===== config.mk =====
export PLATFORM = sky130hd
export DESIGN_NAME = gqg_emit
export DESIGN_NICKNAME = d
export VERILOG_FILES = /design/src/design/gqg_pkg.sv /design/src/design/gqg_emit.sv
export SDC_FILE = /design/constraint.sdc
export NUM_CORES = 1
export LEC_CHECK = 0
export ABC_AREA = 1
export ABC_CLOCK_PERIOD_IN_PS = 2800
export BUFFER_PORTS_ARGS = -buffer_cell sky130_fd_sc_hd__buf_2
export CORE_UTILIZATION = 53
export CTS_CLUSTER_SIZE = 16
export DETAILED_ROUTE_END_ITERATION = 16
export GPL_TIMING_DRIVEN = 0
export PLACE_DENSITY = 0.95
export RECOVER_POWER = 25
export SYNTH_ARGS = -nofsm -noshare
export SYNTH_HDL_FRONTEND = slang
export SYNTH_SLANG_ARGS = --single-unit

===== constraint.sdc =====
create_clock -name clk -period 2.8 [get_ports clk]
set_input_delay 0.14 -clock clk [delete_from_list [all_inputs] [get_ports clk]]
set_output_delay 0.14 -clock clk [all_outputs]
set_load 0.05 [all_outputs]

===== src/design/gqg_pkg.sv =====
// shared types and constants of the glyph quad generator
package gqg_pkg;

    localparam int GLYPH_COUNT_DEF = 128;
    localparam int QUAD_VERTS      = 6;
    localparam int QUEUE_DEPTH     = 2;
    localparam int CFG_DATA_W      = 16;
    localparam int CFG_INDEX_W     = 2;

    localparam logic [11:0] SCALE_RESET = 12'd256;
    localparam logic [15:0] INV_W_RESET = 16'd64;
    localparam logic [15:0] INV_H_RESET = 16'd64;

    typedef enum logic [1:0] {
        KIND_LOAD  = 2'd0,
        KIND_START = 2'd1,
        KIND_CHAR  = 2'd2,
        KIND_END   = 2'd3
    } kind_t;

    typedef enum logic [CFG_INDEX_W-1:0] {
        CFG_SCALE = 2'd0,
        CFG_INV_W = 2'd1,
        CFG_INV_H = 2'd2
    } cfg_index_t;

    typedef struct packed {
        logic [11:0] scale;
        logic [15:0] inv_w;
        logic [15:0] inv_h;
    } cfg_t;

    // one classified input item as it sits in the queue
    typedef struct packed {
        kind_t              kind;
        logic               code_ok;
        logic [6:0]         code;
        logic signed [8:0]  advance_x;
        logic signed [8:0]  advance_y;
        logic signed [8:0]  bearing_left;
        logic signed [8:0]  bearing_top;
        logic [7:0]         bitmap_width;
        logic [7:0]         bitmap_height;
        logic [15:0]        atlas_u;
        logic [15:0]        atlas_v;
        logic signed [15:0] start_x;
        logic signed [15:0] start_y;
    } item_t;

    // one job for the output sequencer: a whole quad or a count
    typedef struct packed {
        logic               is_total;
        logic signed [20:0] left;
        logic signed [20:0] right;
        logic signed [20:0] top;
        logic signed [20:0] bottom;
        logic [16:0]        u0;
        logic [16:0]        u1;
        logic [16:0]        v0;
        logic [16:0]        v1;
        logic [15:0]        total;
    } job_t;

endpackage


===== src/design/gqg_emit.sv =====
// output sequencer: holds one job and plays it out as six vertices or one count
module gqg_emit (
    input  logic               clk,
    input  logic               rst_n,
    input  gqg_pkg::job_t      job,
    input  logic               job_valid,
    output logic               emit_free,
    output logic               out_valid,
    input  logic               out_ready,
    output logic               is_total,
    output logic signed [20:0] vertex_x,
    output logic signed [20:0] vertex_y,
    output logic [16:0]        vertex_u,
    output logic [16:0]        vertex_v,
    output logic               last_vertex,
    output logic [15:0]        vertex_total
);
    import gqg_pkg::*;

    localparam int BW = $clog2(QUAD_VERTS);
    localparam logic [BW-1:0] LAST_BEAT = BW'(QUAD_VERTS - 1);

    job_t          job_reg;
    logic          valid_reg;
    logic [BW-1:0] beat_reg;
    logic          last_beat;
    logic          use_right;
    logic          use_bottom;

    // triangle order: lt, rt, lb, rt, lb, rb
    assign use_right  = beat_reg[0];
    assign use_bottom = (beat_reg == BW'(2)) || (beat_reg == BW'(4)) || (beat_reg == LAST_BEAT);
    assign last_beat  = job_reg.is_total || (beat_reg == LAST_BEAT);
    assign emit_free  = !valid_reg || (out_ready && last_beat);

    assign out_valid    = valid_reg;
    assign is_total     = job_reg.is_total;
    assign vertex_x     = job_reg.is_total ? '0 : (use_right ? job_reg.right : job_reg.left);
    assign vertex_y     = job_reg.is_total ? '0 : (use_bottom ? job_reg.bottom : job_reg.top);
    assign vertex_u     = job_reg.is_total ? '0 : (use_right ? job_reg.u1 : job_reg.u0);
    assign vertex_v     = job_reg.is_total ? '0 : (use_bottom ? job_reg.v1 : job_reg.v0);
    assign last_vertex  = !job_reg.is_total && (beat_reg == LAST_BEAT);
    assign vertex_total = job_reg.is_total ? job_reg.total : '0;

    always_ff @(posedge clk)
    begin
        if (job_valid)
        begin
            job_reg <= job;
        end
    end

    always_ff @(posedge clk or negedge rst_n)
    begin
        if (!rst_n)
        begin
            valid_reg <= 1'b0;
            beat_reg  <= '0;
        end
        else if (job_valid)
        begin
            valid_reg <= 1'b1;
            beat_reg  <= '0;
        end
        else if (valid_reg && out_ready)
        begin
            if (last_beat)
            begin
                valid_reg <= 1'b0;
            end
            else
            begin
                beat_reg <= beat_reg + 1'b1;
            end
        end
    end

endmodule

==> impl_metrics.toml <==
[routing]
drtPass1Iterations = 5
drtAntennaViolNets = 0
routedWlPerCell_um = 21.0
route.detailed.drc = 0
first_iter_violations = 838
dr_total_vias = 6635
vias_per_cell = 5.46
routed_wl_mm = 25.5

[clock_tree]
cts_buffers = 17
clk_path_buf_depth = 2
clkLatencyLatePin_ns = 0.42
cts_tree = "yes"
ctsRootBufferMaster = "clkbuf_16"
htree_levels = 4
path_clk_slew_ns = 0.06
cts_sinks = 173

[global_route]
track_usage = 0.377
overflow = 0
antenna_found_initial = 1
grt_pass1_wl_mm = 38.5
grt_max_degree = 97
grt_pass1_vias = 6909

[yosys]
netlist.top_cell.by_area = "edfxtp_1"
synth_nets = 750
synth_area_um2 = 7050
synth_commonest_cells = "edfxtp_1, nor2_1, nand2_1"
ys_seq_elements = 173
synth_enable_flop_cells = 169
synthArstFlopShare = 0.0231
yosysMostFrequentCell = "edfxtp_1"
synth.top_cell.area_share = 0.720
ys_seq_area_frac = 0.734
synth_flop_cell = "edfxtp_1"
synthTopCellsByArea = "edfxtp_1, nor2_1, nand2_1"
synth.avg_cell_area_um2 = 12.3
ys_warn_count = 0
synth_cell_types = 21
syn-instance-count = 573

[hold_path]
hp-start = "out_ready"
hold_path.class = "in -> reg"

[final_layout]
final_layout_size_suffix_gt1_frac = 0.320
largest_register_ffs = 168
fin_nets = 1210
antennaDiodeCount = 0
area_growth_pct = 55.4

[setup_path]
worstReg2RegEnd = "beat_reg[1]"
r2r_setup_slack_ns = 1.04
r2r-start = "beat_reg[0]"
path_max_fanout = 11
worst_ep_arrival_time_ns = 2.47
critPathLaunchType = "flop"
ff2ff_path_depth = 8
startpoint = "beat_reg[0]"
critPathKind = "reg -> out"
critical_path_required_ns = 2.66
endpoint_kind = "output pin"
crit_path_end = "vertex_v[12]"

[placement]
place.gp.congestion = 0.901
place_ws_ns = 0.357
port_buffers = 268
place_hpwl_mm = 12.5

[flow_run]
cap_violations = 0

[sta]
period_minus_slack_ns = 2.61
worst_clock_skew_ns = 0.00471
hold_slack_ns = 0.0962
setup_viol = 0
rsz0062_at_grt = "no"
fin_setup_tns_ns = 0
fin_ws_ns = 0.189
period_share = 0.932
drv_slew = 0
relSlewSlack = 0.411
fmax_mhz = 383
tightest_slew_ns = 0.884
hold_viol = 0

[floorplan]
die-area_um2 = 13800
start_util = 0.552
fp.dieW_um = 117
io_pins = 269
core_area_um2 = 12800
fp.dieH_um = 117
placementRows = 41

[pwr]
ir_drop_uv = 604
leakagePower_nw = 5.06
power_density_nw_per_um2 = 626

[outcome]
status = "finished, final reports clean"
-- metal layers --
metal  up-vias  global-route usage  routed length (um)
li1       2854                   -                   -
met1      3087               0.415                8390
met2       579               0.661               13000
met3       113               0.111                2800
met4         2               0.193                1310
met5         -                   0                  14
-- cell usage in the layout, fill, tap and decap left out --
| cell | synthesis | layout |
|---|---|---|
| o21ai_1 | 2 | 2 |
| buf_1 | 1 | 1 |
| nand3_1 | 31 | 31 |
| clkinv_1 | 0 | 2 |
| dlygate4sd3_1 | 0 | 170 |
| clkbuf_16 | 0 | 17 |
| clkinvlp_4 | 0 | 2 |
| clkbuf_2 | 0 | 1 |
| bufinv_16 | 0 | 3 |
| nand3_2 | 10 | 10 |
| nor2_1 | 117 | 117 |
| dfrtp_2 | 0 | 1 |
| clkbuf_1 | 9 | 23 |
| a21oi_1 | 28 | 28 |
| a21oi_2 | 10 | 10 |
| nand2_2 | 1 | 1 |
| o21ai_4 | 0 | 1 |
| dfrtp_1 | 4 | 3 |
| clkbuf_4 | 0 | 8 |
| edfxtp_1 | 169 | 169 |
| clkinv_4 | 0 | 4 |
| xor2_1 | 1 | 1 |
| ha_1 | 4 | 4 |
| o21ai_0 | 36 | 36 |
| buf_16 | 0 | 1 |
| buf_6 | 10 | 11 |
| buf_2 | 13 | 254 |
| inv_2 | 3 | 3 |
| inv_1 | 56 | 56 |
| buf_4 | 1 | 7 |
| nand2_1 | 66 | 66 |
-- worst min path at each step --
stage	endpoint	cells past startpoint
floorplan	beat_reg[0]	0
global placement	beat_reg[2]	1
detailed placement	beat_reg[2]	1
CTS	out_valid	4
global route	out_valid	4
finish	out_valid	4
-- through the flow --
step,power (W),instance area (um^2),util,instances
detailed placement,0.00425,8640,0.677,1014
floorplan,0.00386,7050,-,573
global placement,0.00421,8610,0.674,1013
finish,0.00687,11000,0.858,1215
CTS,0.00672,10900,0.856,1213
global route,0.00703,11000,0.858,1215
-- repair_timing --
item	in CTS	in global routing
setup endpoints to repair	32	38
buffers inserted	0	3
endpoints found under the hold margin	173	0
hold buffers	170	0
resized for setup	5	9
pin swaps	0	0
-- cell families (layout without fill, tap and decap cells) --
logic type	Yosys count	in the layout	synth area share
xor gates and xnor gates	1	1	0.00124
adders and majority gates	4	4	0.00710
and+or+nand+nor	225	225	0.134
buffers and inverters	93	563	0.0630
DFF	173	173	0.734
AOI/OAI and AO/OA	77	77	0.0605
-- critical path: stages (launching register included) --
cell	delay, ns
dfrtp_2	0.42
inv_2	0.08
buf_2	0.20
ha_1	0.25
o21ai_4	0.21
buf_6	0.20
buf_6	0.19
a21oi_2	0.08
nor2_1	0.15
clkbuf_4	0.26
-- where the power goes --
| part | leakage, nW | internal (W) | switching, W |
|---|---|---|---|
| registers | 1.70 | 0.00307 | 0.0000849 |
| logic | 3.09 | 0.000437 | 0.000905 |
| clock network | 0.273 | 0.00139 | 0.000978 |
| total | 5.06 | 0.00490 | 0.00197 |
-- cell type report --
type | count | area, um^2
Buffer | 33 | 219
Clock buffer | 18 | 429
Clock inverter | 11 | 148
Sequential cell | 173 | 5180
Tap cell | 172 | 215
Timing Repair Buffer | 442 | 3110
Inverter | 59 | 221
Fill cell | 522 | 1810
Multi-Input combinational cell | 307 | 1440
Note: power is estimated with default switching activity, not from simulation.
